==> src/design/assert_macros.svh <==
// Assertion helpers. Compiled out when SYNTH is defined.
`ifndef ASSERT_MACROS_SVH
`define ASSERT_MACROS_SVH

`ifndef SYNTH
// same-cycle implication
`define ASSERT_IMPLIES(label, clk, rst_n, pre, post) \
    label: assert property (@(posedge clk) disable iff (!(rst_n)) (pre) |-> (post)) \
        else $error("assertion violated");
// next-cycle implication
`define ASSERT_NEXT(label, clk, rst_n, pre, post) \
    label: assert property (@(posedge clk) disable iff (!(rst_n)) (pre) |=> (post)) \
        else $error("assertion violated");
`else
`define ASSERT_IMPLIES(label, clk, rst_n, pre, post)
`define ASSERT_NEXT(label, clk, rst_n, pre, post)
`endif

`endif

==> src/design/pcmf_pkg.sv <==
`default_nettype none

package pcmf_pkg;

    localparam int CH_FIELD_W  = 5;
    localparam int VAL_FIELD_W = 12;

    localparam int DEF_SAMPLES    = 64;
    localparam int DEF_CHANNELS   = 32;
    localparam int DEF_VALUE_BITS = 12;

    typedef struct packed {
        logic [CH_FIELD_W-1:0]  channel;
        logic [VAL_FIELD_W-1:0] value;
    } t_in_word;

    typedef struct packed {
        logic [CH_FIELD_W-1:0]  out_channel;
        logic [VAL_FIELD_W-1:0] median;
        logic                   last_result;
    } t_out_word;

endpackage

`default_nettype wire

==> src/design/per_channel_median_filter_top.sv <==
`default_nettype none
// Per-channel median filter.
//
// Input channel (i_in_valid / o_in_ready / i_in): one word per converter
// sample, a channel number and a value. Channel numbers at or above CHANNELS
// are saturated to CHANNELS-1; value bits above VALUE_BITS are dropped.
// Words are written into a SAMPLES-deep frame store, one per cycle while loading.
//
// Output channel (o_out_valid / i_out_ready / o_out): once the frame is full
// the block reports one word per distinct channel, in order of first
// appearance, carrying the channel and the element at index count/2 of its
// ascending-sorted values. The final word of the frame has last_result set.
//
// After the last word the input is held off while one rank counter on the store's
// single read port works: a scan of the entries for first appearances, then per
// channel a count pass and hand-off, a rank pass per candidate tried and a
// re-read of each entry skipped.
// Reset clears the sequencer, fill count and output valid, not the store.
// A stalled receiver holds one word in the output register and one pending;
// the search then waits.
`include "assert_macros.svh"

module per_channel_median_filter_top #(
    parameter int SAMPLES    = pcmf_pkg::DEF_SAMPLES,
    parameter int CHANNELS   = pcmf_pkg::DEF_CHANNELS,
    parameter int VALUE_BITS = pcmf_pkg::DEF_VALUE_BITS
) (
    input  logic                i_clk,
    input  logic                i_rst_n,
    input  logic                i_in_valid,
    output logic                o_in_ready,
    input  pcmf_pkg::t_in_word  i_in,
    output logic                o_out_valid,
    input  logic                i_out_ready,
    output pcmf_pkg::t_out_word o_out
);
    import pcmf_pkg::*;

    localparam int IDX_W = (SAMPLES > 1) ? $clog2(SAMPLES) : 1;
    localparam int CNT_W = $clog2(SAMPLES + 1);
    localparam int CH_W  = (CHANNELS > 1) ? $clog2(CHANNELS) : 1;
    localparam int VW    = (VALUE_BITS < VAL_FIELD_W) ? VALUE_BITS : VAL_FIELD_W;
    localparam int MW    = CH_W + VW;
    localparam logic [IDX_W-1:0] LAST_IDX = IDX_W'(SAMPLES - 1);

    typedef enum logic [3:0] {
        S_LOAD,      // taking samples
        S_OUT_RD,    // read entry p
        S_OUT_CHK,   // new channel at p?
        S_CNT,       // count this channel's samples
        S_CAND_RD,   // read candidate j
        S_CAND_CHK,  // candidate belongs to channel?
        S_RANK,      // count smaller / equal values
        S_EMIT,      // hand median to pending slot
        S_FLUSH      // push final word with last mark
    } t_state;

    // frame store
    logic [MW-1:0]    r_mem [SAMPLES];
    logic [MW-1:0]    r_rd_word;
    logic [IDX_W-1:0] rd_addr;
    logic [CH_W-1:0]  rd_ch;
    logic [VW-1:0]    rd_val;

    t_state           r_state, n_state;
    logic [IDX_W-1:0] r_fill, n_fill;
    logic [IDX_W-1:0] r_p, n_p;
    logic [IDX_W-1:0] r_j, n_j;
    logic [IDX_W-1:0] r_idx, n_idx;
    logic             r_issue, n_issue;
    logic             r_dvld, n_dvld;
    logic             r_dlast, n_dlast;
    logic [CHANNELS-1:0] r_mask, n_mask;
    logic [CH_W-1:0]  r_cur_ch, n_cur_ch;
    logic [CNT_W-1:0] r_n, n_n;
    logic [CNT_W-1:0] r_k, n_k;
    logic [CNT_W-1:0] r_less, n_less;
    logic [CNT_W-1:0] r_eq, n_eq;
    logic [VW-1:0]    r_cand, n_cand;
    logic             r_pend_vld, n_pend_vld;
    logic [CH_W-1:0]  r_pend_ch, n_pend_ch;
    logic [VW-1:0]    r_pend_med, n_pend_med;
    logic             r_out_vld, n_out_vld;
    t_out_word        r_out, n_out;

    logic             in_fire;
    logic             out_free;
    logic             push;
    logic [CH_W-1:0]  in_ch;
    logic [VW-1:0]    in_val;
    logic [CNT_W:0]   rank_hi;

    assign o_in_ready  = (r_state == S_LOAD);
    assign in_fire     = i_in_valid && o_in_ready;
    assign o_out_valid = r_out_vld;
    assign o_out       = r_out;
    assign out_free    = !r_out_vld || i_out_ready;

    assign in_ch  = ({1'b0, i_in.channel} >= (CH_FIELD_W + 1)'(CHANNELS))
                    ? CH_W'(CHANNELS - 1) : CH_W'(i_in.channel);
    assign in_val = i_in.value[VW-1:0];

    assign rd_ch  = r_rd_word[MW-1:VW];
    assign rd_val = r_rd_word[VW-1:0];

    always_ff @(posedge i_clk) begin
        if (in_fire) begin
            r_mem[r_fill] <= {in_ch, in_val};
        end
        r_rd_word <= r_mem[rd_addr];
    end

    always_comb begin
        n_state    = r_state;
        n_fill     = r_fill;
        n_p        = r_p;
        n_j        = r_j;
        n_idx      = r_idx;
        n_issue    = r_issue;
        n_dvld     = 1'b0;
        n_dlast    = 1'b0;
        n_mask     = r_mask;
        n_cur_ch   = r_cur_ch;
        n_n        = r_n;
        n_k        = r_k;
        n_less     = r_less;
        n_eq       = r_eq;
        n_cand     = r_cand;
        n_pend_vld = r_pend_vld;
        n_pend_ch  = r_pend_ch;
        n_pend_med = r_pend_med;
        n_out_vld  = r_out_vld && !i_out_ready;
        n_out      = r_out;
        push       = 1'b0;
        rd_addr    = r_idx;
        rank_hi    = '0;

        // streaming scan: one address issued per cycle, data returned in the cycle after
        if ((r_state == S_CNT || r_state == S_RANK) && r_issue) begin
            n_dvld  = 1'b1;
            n_dlast = (r_idx == LAST_IDX);
            if (r_idx == LAST_IDX) begin
                n_issue = 1'b0;
            end else begin
                n_idx = r_idx + 1'b1;
            end
        end

        case (r_state)
            S_LOAD: begin
                if (in_fire) begin
                    if (r_fill == LAST_IDX) begin
                        n_fill     = '0;
                        n_p        = '0;
                        n_mask     = '0;
                        n_pend_vld = 1'b0;
                        n_state    = S_OUT_RD;
                    end else begin
                        n_fill = r_fill + 1'b1;
                    end
                end
            end
            S_OUT_RD: begin
                rd_addr = r_p;
                n_state = S_OUT_CHK;
            end
            S_OUT_CHK: begin
                if (r_mask[rd_ch]) begin
                    if (r_p == LAST_IDX) begin
                        n_state = S_FLUSH;
                    end else begin
                        n_p     = r_p + 1'b1;
                        n_state = S_OUT_RD;
                    end
                end else begin
                    n_mask[rd_ch] = 1'b1;
                    n_cur_ch      = rd_ch;
                    n_n           = '0;
                    n_idx         = '0;
                    n_issue       = 1'b1;
                    n_state       = S_CNT;
                end
            end
            S_CNT: begin
                if (r_dvld && rd_ch == r_cur_ch) begin
                    n_n = r_n + 1'b1;
                end
                if (r_dvld && r_dlast) begin
                    n_k     = n_n >> 1;
                    n_j     = r_p;   // first sample of the channel
                    n_state = S_CAND_RD;
                end
            end
            S_CAND_RD: begin
                rd_addr = r_j;
                n_state = S_CAND_CHK;
            end
            S_CAND_CHK: begin
                if (rd_ch == r_cur_ch) begin
                    n_cand  = rd_val;
                    n_less  = '0;
                    n_eq    = '0;
                    n_idx   = '0;
                    n_issue = 1'b1;
                    n_state = S_RANK;
                end else begin
                    n_j     = r_j + 1'b1;
                    n_state = S_CAND_RD;
                end
            end
            S_RANK: begin
                if (r_dvld && rd_ch == r_cur_ch) begin
                    if (rd_val < r_cand) begin
                        n_less = r_less + 1'b1;
                    end
                    if (rd_val == r_cand) begin
                        n_eq = r_eq + 1'b1;
                    end
                end
                rank_hi = (CNT_W + 1)'(n_less) + (CNT_W + 1)'(n_eq);
                if (r_dvld && r_dlast) begin
                    // candidate sits at index k when less <= k < less + eq
                    if (n_less <= r_k && (CNT_W + 1)'(r_k) < rank_hi) begin
                        n_state = S_EMIT;
                    end else begin
                        n_j     = r_j + 1'b1;
                        n_state = S_CAND_RD;
                    end
                end
            end
            S_EMIT: begin
                if (!r_pend_vld || out_free) begin
                    if (r_pend_vld) begin
                        push = 1'b1;
                        n_out_vld         = 1'b1;
                        n_out.out_channel = CH_FIELD_W'(r_pend_ch);
                        n_out.median      = VAL_FIELD_W'(r_pend_med);
                        n_out.last_result = 1'b0;
                    end
                    n_pend_vld = 1'b1;
                    n_pend_ch  = r_cur_ch;
                    n_pend_med = r_cand;
                    if (r_p == LAST_IDX) begin
                        n_state = S_FLUSH;
                    end else begin
                        n_p     = r_p + 1'b1;
                        n_state = S_OUT_RD;
                    end
                end
            end
            S_FLUSH: begin
                if (out_free) begin
                    push = 1'b1;
                    n_out_vld         = 1'b1;
                    n_out.out_channel = CH_FIELD_W'(r_pend_ch);
                    n_out.median      = VAL_FIELD_W'(r_pend_med);
                    n_out.last_result = 1'b1;
                    n_pend_vld        = 1'b0;
                    n_state           = S_LOAD;
                end
            end
            default: begin
                n_state = S_LOAD;
            end
        endcase
    end

    always_ff @(posedge i_clk) begin
        r_p        <= n_p;
        r_j        <= n_j;
        r_idx      <= n_idx;
        r_cur_ch   <= n_cur_ch;
        r_n        <= n_n;
        r_k        <= n_k;
        r_less     <= n_less;
        r_eq       <= n_eq;
        r_cand     <= n_cand;
        r_pend_ch  <= n_pend_ch;
        r_pend_med <= n_pend_med;
        r_out      <= n_out;
        if (!i_rst_n) begin
            r_state    <= S_LOAD;
            r_fill     <= '0;
            r_issue    <= 1'b0;
            r_dvld     <= 1'b0;
            r_dlast    <= 1'b0;
            r_mask     <= '0;
            r_pend_vld <= 1'b0;
            r_out_vld  <= 1'b0;
        end else begin
            r_state    <= n_state;
            r_fill     <= n_fill;
            r_issue    <= n_issue;
            r_dvld     <= n_dvld;
            r_dlast    <= n_dlast;
            r_mask     <= n_mask;
            r_pend_vld <= n_pend_vld;
            r_out_vld  <= n_out_vld;
        end
    end

    // never overwrite a word the receiver has not taken
    `ASSERT_IMPLIES(a_push_free, i_clk, i_rst_n, push, (!r_out_vld || i_out_ready))
    // a frame always holds a pending result to carry the last mark
    `ASSERT_IMPLIES(a_flush_pend, i_clk, i_rst_n, (r_state == S_FLUSH), r_pend_vld)
    // candidates never precede the channel's first sample
    `ASSERT_IMPLIES(a_cand_order, i_clk, i_rst_n, (r_state == S_CAND_RD), (r_j >= r_p))
    // target rank lies inside the channel's sample count
    `ASSERT_IMPLIES(a_rank_range, i_clk, i_rst_n, (r_state == S_RANK), (r_k < r_n))
    // fill count only moves while loading
    `ASSERT_NEXT(a_fill_hold, i_clk, i_rst_n, (r_state != S_LOAD), $stable(r_fill))

endmodule

`default_nettype wire

==> config.mk <==
export PLATFORM = sky130hd
export DESIGN_NAME = per_channel_median_filter_top
export DESIGN_NICKNAME = d
export VERILOG_FILES = /design/src/design/pcmf_pkg.sv /design/src/design/per_channel_median_filter_top.sv
export VERILOG_INCLUDE_DIRS = /design/src /design/src/design
export SDC_FILE = /design/constraint.sdc
export NUM_CORES = 2
export LEC_CHECK = 0
export ABC_AREA = 1
export BUFFER_PORTS_ARGS = -buffer_cell sky130_fd_sc_hd__buf_2
export CORE_MARGIN = 4
export CORE_UTILIZATION = 33
export DETAILED_ROUTE_END_ITERATION = 10
export PLACE_DENSITY_LB_ADDON = 0.15
export SLEW_MARGIN = 20
export SYNTH_ARGS = -nofsm -noshare
export SYNTH_HDL_FRONTEND = slang
export SYNTH_SLANG_ARGS = --single-unit
==> constraint.sdc <==
create_clock -name i_clk -period 5.4 [get_ports i_clk]
set_input_delay 0.54 -clock i_clk [delete_from_list [all_inputs] [get_ports i_clk]]
set_output_delay 0.54 -clock i_clk [all_outputs]
set_load 0.005 [all_outputs]
Yosys cells after proc, flatten, opt, wreduce, memory -nomap -nowiden
Memories as Yosys holds them, arrays and structs flattened. A register that Yosys moved wholly into a read port is not among the register bits.
Cells that the tools add are included.
{"block": "word_totals", "ff_bits": 144, "latch_bits": 0, "ramBits": 1088, "romBits": 0, "in_bits": 21, "out_inout_bits": 20, "word_cells": 171, "n_memories": 1}
{"block": "op_classes", "n_addsub": 8, "n_mul": 0, "div": 0, "order_cmp": 5, "eq_ne": 26, "shift": 0, "muxes": 70, "bitwise_logic": 2, "reduce_logical": 36}
{"memory": "r_mem", "depth": 64, "width": 17, "read_ports": 1, "rd_clocked_by_memory_dff": 1, "write_ports": 1, "line_no": "per_channel_median_filter_top.sv:59", "text": "logic [MW-1:0] r_mem [SAMPLES];"}
{"op": "32-bit 2-to-1 mux", "n": 3}
{"op": "6-bit 2-to-1 mux", "n": 14}
{"op": "32-bit one-hot mux with 2 select lines", "n": 1}
{"op": "7-bit 2-to-1 mux", "n": 9}
{"op": "18-bit 2-to-1 mux", "n": 3}
{"op": "7-bit one-hot mux with 2 select lines", "n": 3}
{"op": "18-bit one-hot mux with 2 select lines", "n": 1}
{"op": "4-bit one-hot mux with 9 select lines", "n": 1}
{"op": "6-bit one-hot mux with 3 select lines", "n": 2}
{"op": "4-bit 2-to-1 mux", "n": 8}
{"op": "32-bit bitwise OR", "n": 1}
{"op": "6-bit by 1-bit adder with 6-bit output (second input constant)", "n": 4}
{"op": "6-bit one-hot mux with 2 select lines", "n": 2}
{"op": "7-bit by 1-bit adder with 7-bit output (second input constant)", "n": 3}
{"op": "6-bit equality test (second input constant)", "n": 3}
{"op": "4-bit by 3-bit equality test with 1-bit output (second input constant)", "n": 4}
{"op": "1-bit 2-to-1 mux", "n": 16}
{"op": "2-bit != test (second input constant)", "n": 8}
{"op": "2-bit AND reduction", "n": 8}
{"op": "5-bit AND reduction", "n": 3}
{"op": "12-bit equality test", "n": 1}
{"op": "12-bit < comparator", "n": 1}
{"op": "2-bit by 1-bit != test with 1-bit output (second input constant)", "n": 5}
{"op": "3-bit nonzero test", "n": 3}
{"op": "other kinds (23)", "n": 40}

Depth between registers and ports, before layout
{"block": "logic_depth", "ltp_word": 10, "depth_mapped": 31, "ltp_nobuf": 31}

Worst setup path before layout
OpenSTA, ideal clock, no wires.
{"block": "synth_path", "kind": "register to register", "from": "reg r_cur_ch[0]", "to": "reg r_j[0] (enable)", "arrival_ns": 3.570, "path_slack_ns": 1.467, "path_stages_with_launch": 26, "cell_sequence": "edfxtp_1 -> xor2_1 -> nor3_1 -> nand4_1 -> inv_1 -> nand2_1 -> nor2_1 -> xor2_1 -> inv_1 -> ha_1 -> nand3_1 -> nand3_1 -> xor2_1 -> ha_1 -> nand2_1 -> inv_1 -> nand2_1 -> nand2_1 -> nand2_1 -> nand2_1 -> nand2_1 -> nand2_1 -> nand2_1 -> nand3_1 -> nand3_1 -> a21oi_1"}
{"block": "synth_via", "elab_chain_cells": 9}
{"element": "start, declared", "line_no": "per_channel_median_filter_top.sv:74", "text": "logic [CH_W-1:0] r_cur_ch, n_cur_ch;"}
{"element": "start signal, assigned", "line_no": "per_channel_median_filter_top.sv:272", "text": "r_cur_ch <= n_cur_ch;"}
{"element": "5-bit equality test *", "line_no": "per_channel_median_filter_top.sv:199, per_channel_median_filter_top.sv:212"}
{"element": "1-bit logical AND", "line_no": "per_channel_median_filter_top.sv:212", "text": "if (r_dvld && rd_ch == r_cur_ch) begin"}
{"element": "7-bit 2-to-1 mux", "line_no": "per_channel_median_filter_top.sv:212"}
{"element": "7-bit 2-to-1 mux", "line_no": "per_channel_median_filter_top.sv:149", "text": "case (r_state)"}
{"element": "7-bit by 7-bit adder with 8-bit output", "line_no": "per_channel_median_filter_top.sv:220", "text": "rank_hi = (CNT_W + 1)'(n_less) + (CNT_W + 1)'(n_eq);"}
{"element": "6-bit by 8-bit < comparator with 1-bit output", "line_no": "per_channel_median_filter_top.sv:223", "text": "if (n_less <= r_k && (CNT_W + 1)'(r_k) < rank_hi) begin"}
{"element": "1-bit logical AND", "line_no": "per_channel_median_filter_top.sv:223"}
{"element": "2-bit != test (no source line)"}
{"element": "5-bit AND reduction (no source line) *"}
{"element": "end signal, assigned", "line_no": "per_channel_median_filter_top.sv:270", "text": "r_j <= n_j;"}
{"element": "end, declared", "line_no": "per_channel_median_filter_top.sv:68", "text": "logic [IDX_W-1:0] r_j, n_j;"}
Every way passes the cells marked *; elsewhere a longest branch is shown, timed or not. The select of a mux whose other input is x is not followed.
A chain may end at the register's enable or synchronous reset.

Worst setup path in the final report
{"block": "layout_path", "from": "reg r_cur_ch[0]", "to": "reg r_j[3] (enable)"}
The elaborated chain is that of the path after synthesis.

==> Implementation_results.wiki <==
{| class="wikitable"
! Metric !! Value
|-
| Syn_nets || 5,025
|-
| Internal power component || 18.48 mW
|-
| Final routed wire length divided by cell count || 22.27 um
|-
| Setup Fix Bufs, Post-CTS || 0
|-
| Worst slack, placed || 0.6955 ns
|-
| Total of max-cap violations || 0
|-
| Vias after detailed routing || 36,399
|-
| Core area || 0.1611 mm2
|-
| Non-Filler Cell Area, Final || 0.06090 mm2
|-
| Top post-synthesis cells by area || edfxtp_1, nand2_1, nand3_1
|-
| Proportion of total power due to net switching || 36.35%
|-
| Share of Yosys cell area claimed by the top area cell type || 65.96%
|-
| Final Hold Viols || 0
|-
| Max-slew headroom || 30.00%
|-
| Clock tree from TritonCTS || yes
|-
| Number of warnings issued by yosys || 0
|-
| Number of nets in the layout || 5,052
|-
| TritonRoute pass-1 iters || 6
|-
| Critical path arrival || 5.11 ns
|-
| Number of CTS-inserted buffers || 144
|-
| Vias in the first global route || 34,816
|-
| Gpl congestion || 0.8145
|-
| Smallest setup slack after layout || 0.6894 ns
|-
| Cts hold-fix bufs || 0
|-
| Final Power || 29.04 mW
|-
| Number of antenna violations at the first check in global routing || 7
|-
| Final TNS setup || 0 ns
|-
| Most frequent cells in the layout || nand2_1, edfxtp_1, nand3_1
|-
| Static Leak || 23.07 nW
|-
| Site Rows || 147
|-
| Required arrival time at the worst endpoint || 5.79 ns
|-
| Final HPWL DP || 86,950 um
|-
| Post-detailed-route count of antenna-violating nets || 0
|-
| Fin crit share || 87.23%
|-
| Pwr Density || 476.8 mW/mm2
|-
| DRC violations left || 0
|-
| Yosys top cell by area || edfxtp_1
|-
| Total of buffers placed on input and output ports || 40
|-
| Kind of capture point of the worst setup path || flip-flop
|-
| Post-synth cell types || 41
|-
| Number of H-tree branching levels || 4
|-
| Library cell appearing most often on the critical path || nand2_1
|-
| Syn avg cell area || 10.81 um2
|-
| Outcome || complete, no violations
|-
| Overall fraction of global-route tracks in use || 18.81%
|-
| Most common cell after layout, fill and taps aside || nand2_1
|-
| Growth of design area from synthesis to finish || 13.47%
|-
| Final setup viols || 0
|-
| Detail-routed via count per cell || 5.007
|-
| Max Fanout on Critical Path || 7
|-
| Share of final-layout standard cells stronger than drive strength 1 || 8.297%
|-
| Cell with the biggest individual delay on the critical path || a21oi_1
|-
| Master cell of the clock root buffer || clkbuf_16
|-
| Number of max-slew violations in the final report || 0
|-
| Wire length of the first global-routing pass || 239,300 um
|-
| Sw Pwr || 10.56 mW
|-
| Final wirelength || 161,900 um
|-
| Placed cell areas || 0.05639 mm2
|-
| Worst-skew pair later-pin latency || 0.77 ns
|-
| Area of the mapped netlist || 0.05367 mm2
|-
| Hold WS || 0.1561 ns
|-
| I/O pin count || 41
|-
| Grt ovf || 0
|-
| Number of placed cells counting well taps || 7,007
|-
| Cells after Synth || 4,966
|-
| Number of buffers between clock root and the deepest sink || 3
|-
| Iteration-0 DRC Markers || 3,419
|-
| Horizontal die dimension || 411.3 um
|-
| RSZ-0062 raised after global routing || no
|-
| Utilization after layout || 37.80%
|-
| Peak clock frequency supported by timing || 212.3 MHz
|-
| Total Die Area || 0.1692 mm2
|-
| Critical path start-end classification || reg2reg
|-
| Gates resized, CTS repair || 0
|-
| Classification of the worst-slack hold path || in2reg
|-
| Combinational share of power || 30.2%
|-
| Share of total power in sequential cells || 37.4%
|-
| Type of origin of the critical path || flip-flop
|-
| Number of antenna cells inserted || 0
|-
| Sequential element share of the synthesized area || 68.57%
|-
| Slew at the pin with the worst max-slew slack || 1.050 ns
|-
| Peak ir drop on the vdd network || 426.5 uV
|-
| Layout Skew || 0.03229 ns
|-
| Stage delay of the slowest cell on the critical path || 0.56 ns
|-
| Vertical die dimension || 411.3 um
|-
| Part of the power in the clock network || 32.4%
|-
| Count of clock tree sinks || 1,249
|-
| CTS clk-pin slew, worst paths || 0.06 ns
|-
| Yosys reg bits || 1,249
|-
| Number of non-filler instances in the completed layout || 7,270
|-
| Starting Density || 33.31%
|-
| Minimum clock period after layout || 4.711 ns
|-
| Maximum number of pins on one net before global-route repair || 155
|}
-- critical path: cells and delay by family, from the launching register on --
kind            cells  cell delay, ns
compound gates      1            0.56
xor+xnor            3            0.57
fa+ha+maj           2            0.67
buf+inv             4            0.45
flops               1            0.40
simple gates       16            1.68
-- path summary, 6_finish.rpt --
check	start	end	slack, ns	cells after the start
worst max-delay path	r_cur_ch[0]$_DFFE_PP_	r_j[3]$_DFFE_PP_	0.69	26
worst min register to register	r_pend_med[10]$_DFFE_PP_	o_out[11]$_DFFE_PP_	0.39	0
worst max register to register	r_cur_ch[0]$_DFFE_PP_	r_j[3]$_DFFE_PP_	0.69	26
worst min-delay path	i_out_ready	r_state[3]$_SDFFE_PN0P_	0.16	4
-- state kept, by name (all words and copies together) (netlist names), 6 cells and up --
| name | flops |
|---|---|
| r_eq | 7 |
| r_less | 7 |
| r_n | 7 |
| r_k | 6 |
| r_fill | 6 |
| r_rd_word | 17 |
| r_pend_med | 12 |
| r_j | 6 |
| r_mask | 32 |
| o_out | 18 |
| r_idx | 6 |
| r_mem | 1088 |
| r_p | 6 |
| r_cand | 12 |
-- kinds of logic (layout without fill, tap and decap cells) --
logic type | Yosys count | in the layout | share of synthesized area, %
adder cells (fa/ha/maj) | 38 | 38 | 0.8998
flip-flops | 1249 | 1249 | 68.57
AND/OR/NAND/NOR | 2934 | 2934 | 23.55
multiplexers | 2 | 2 | 0.03730
buffers and inverters | 550 | 694 | 4.632
AO/OA/AOI/OAI | 161 | 161 | 1.788
XOR/XNOR | 32 | 32 | 0.5222
-- cell usage after synthesis --
cell type / instances
a22oi_1: 7
or2_2: 2
a31oi_1: 5
o31ai_1: 1
inv_1: 237
nand3_4: 1
o211ai_1: 34
o22ai_1: 14
nor3b_1: 1
o21ai_1: 1
inv_2: 9
fa_1: 1
nor2_4: 2
clkbuf_1: 92
ha_1: 37
nor3_1: 25
buf_4: 37
o21ai_0: 28
nor4_1: 1
a211oi_1: 2
nand2_2: 4
nand2_1: 1627
o21bai_1: 1
xor2_1: 25
nor2_1: 127
nand4_1: 14
xnor2_1: 7
a21oi_2: 4
nand3b_1: 34
mux2i_1: 2
clkinv_1: 2
dfxtp_1: 70
buf_1: 12
buf_6: 13
nand3_1: 1091
nand2_4: 1
buf_2: 148
edfxtp_1: 1179
nor2_2: 4
a21oi_1: 63
o21a_1: 1
-- power by group through the flow --
| stage | Sequential (mW) | Clock (mW) | Combinational, mW |
|---|---|---|---|
| detailed placement | 11.1 | 0 | 8.84 |
| finish | 10.9 | 9.40 | 8.78 |
| floorplan | 11.1 | 0 | 5.85 |
| CTS | 10.9 | 9.64 | 8.86 |
| global route | 10.9 | 10.0 | 9.73 |
| global placement | 11.1 | 0 | 8.84 |
-- layout make-up --
type	instances	area, um2
fillers	15972	100200
flip-flops and latches	1249	36810
multi-input cells	3167	14470
clock buffers	181	3847
well taps	2160	2703
repair buffers	183	1461
inverters	248	950.9
clock inverters	82	660.6
-- routing by layer --
metal / vias to the layer above / GRT usage, % / part of all wire [%]
met5: - / 0 / 0
met4: 0 / 4.743 / 2.2
met3: 197 / 2.958 / 5.6
met2: 948 / 29.16 / 45
met1: 18021 / 27.56 / 47
li1: 17233 / - / -
(Power assumes the default switching activity.)
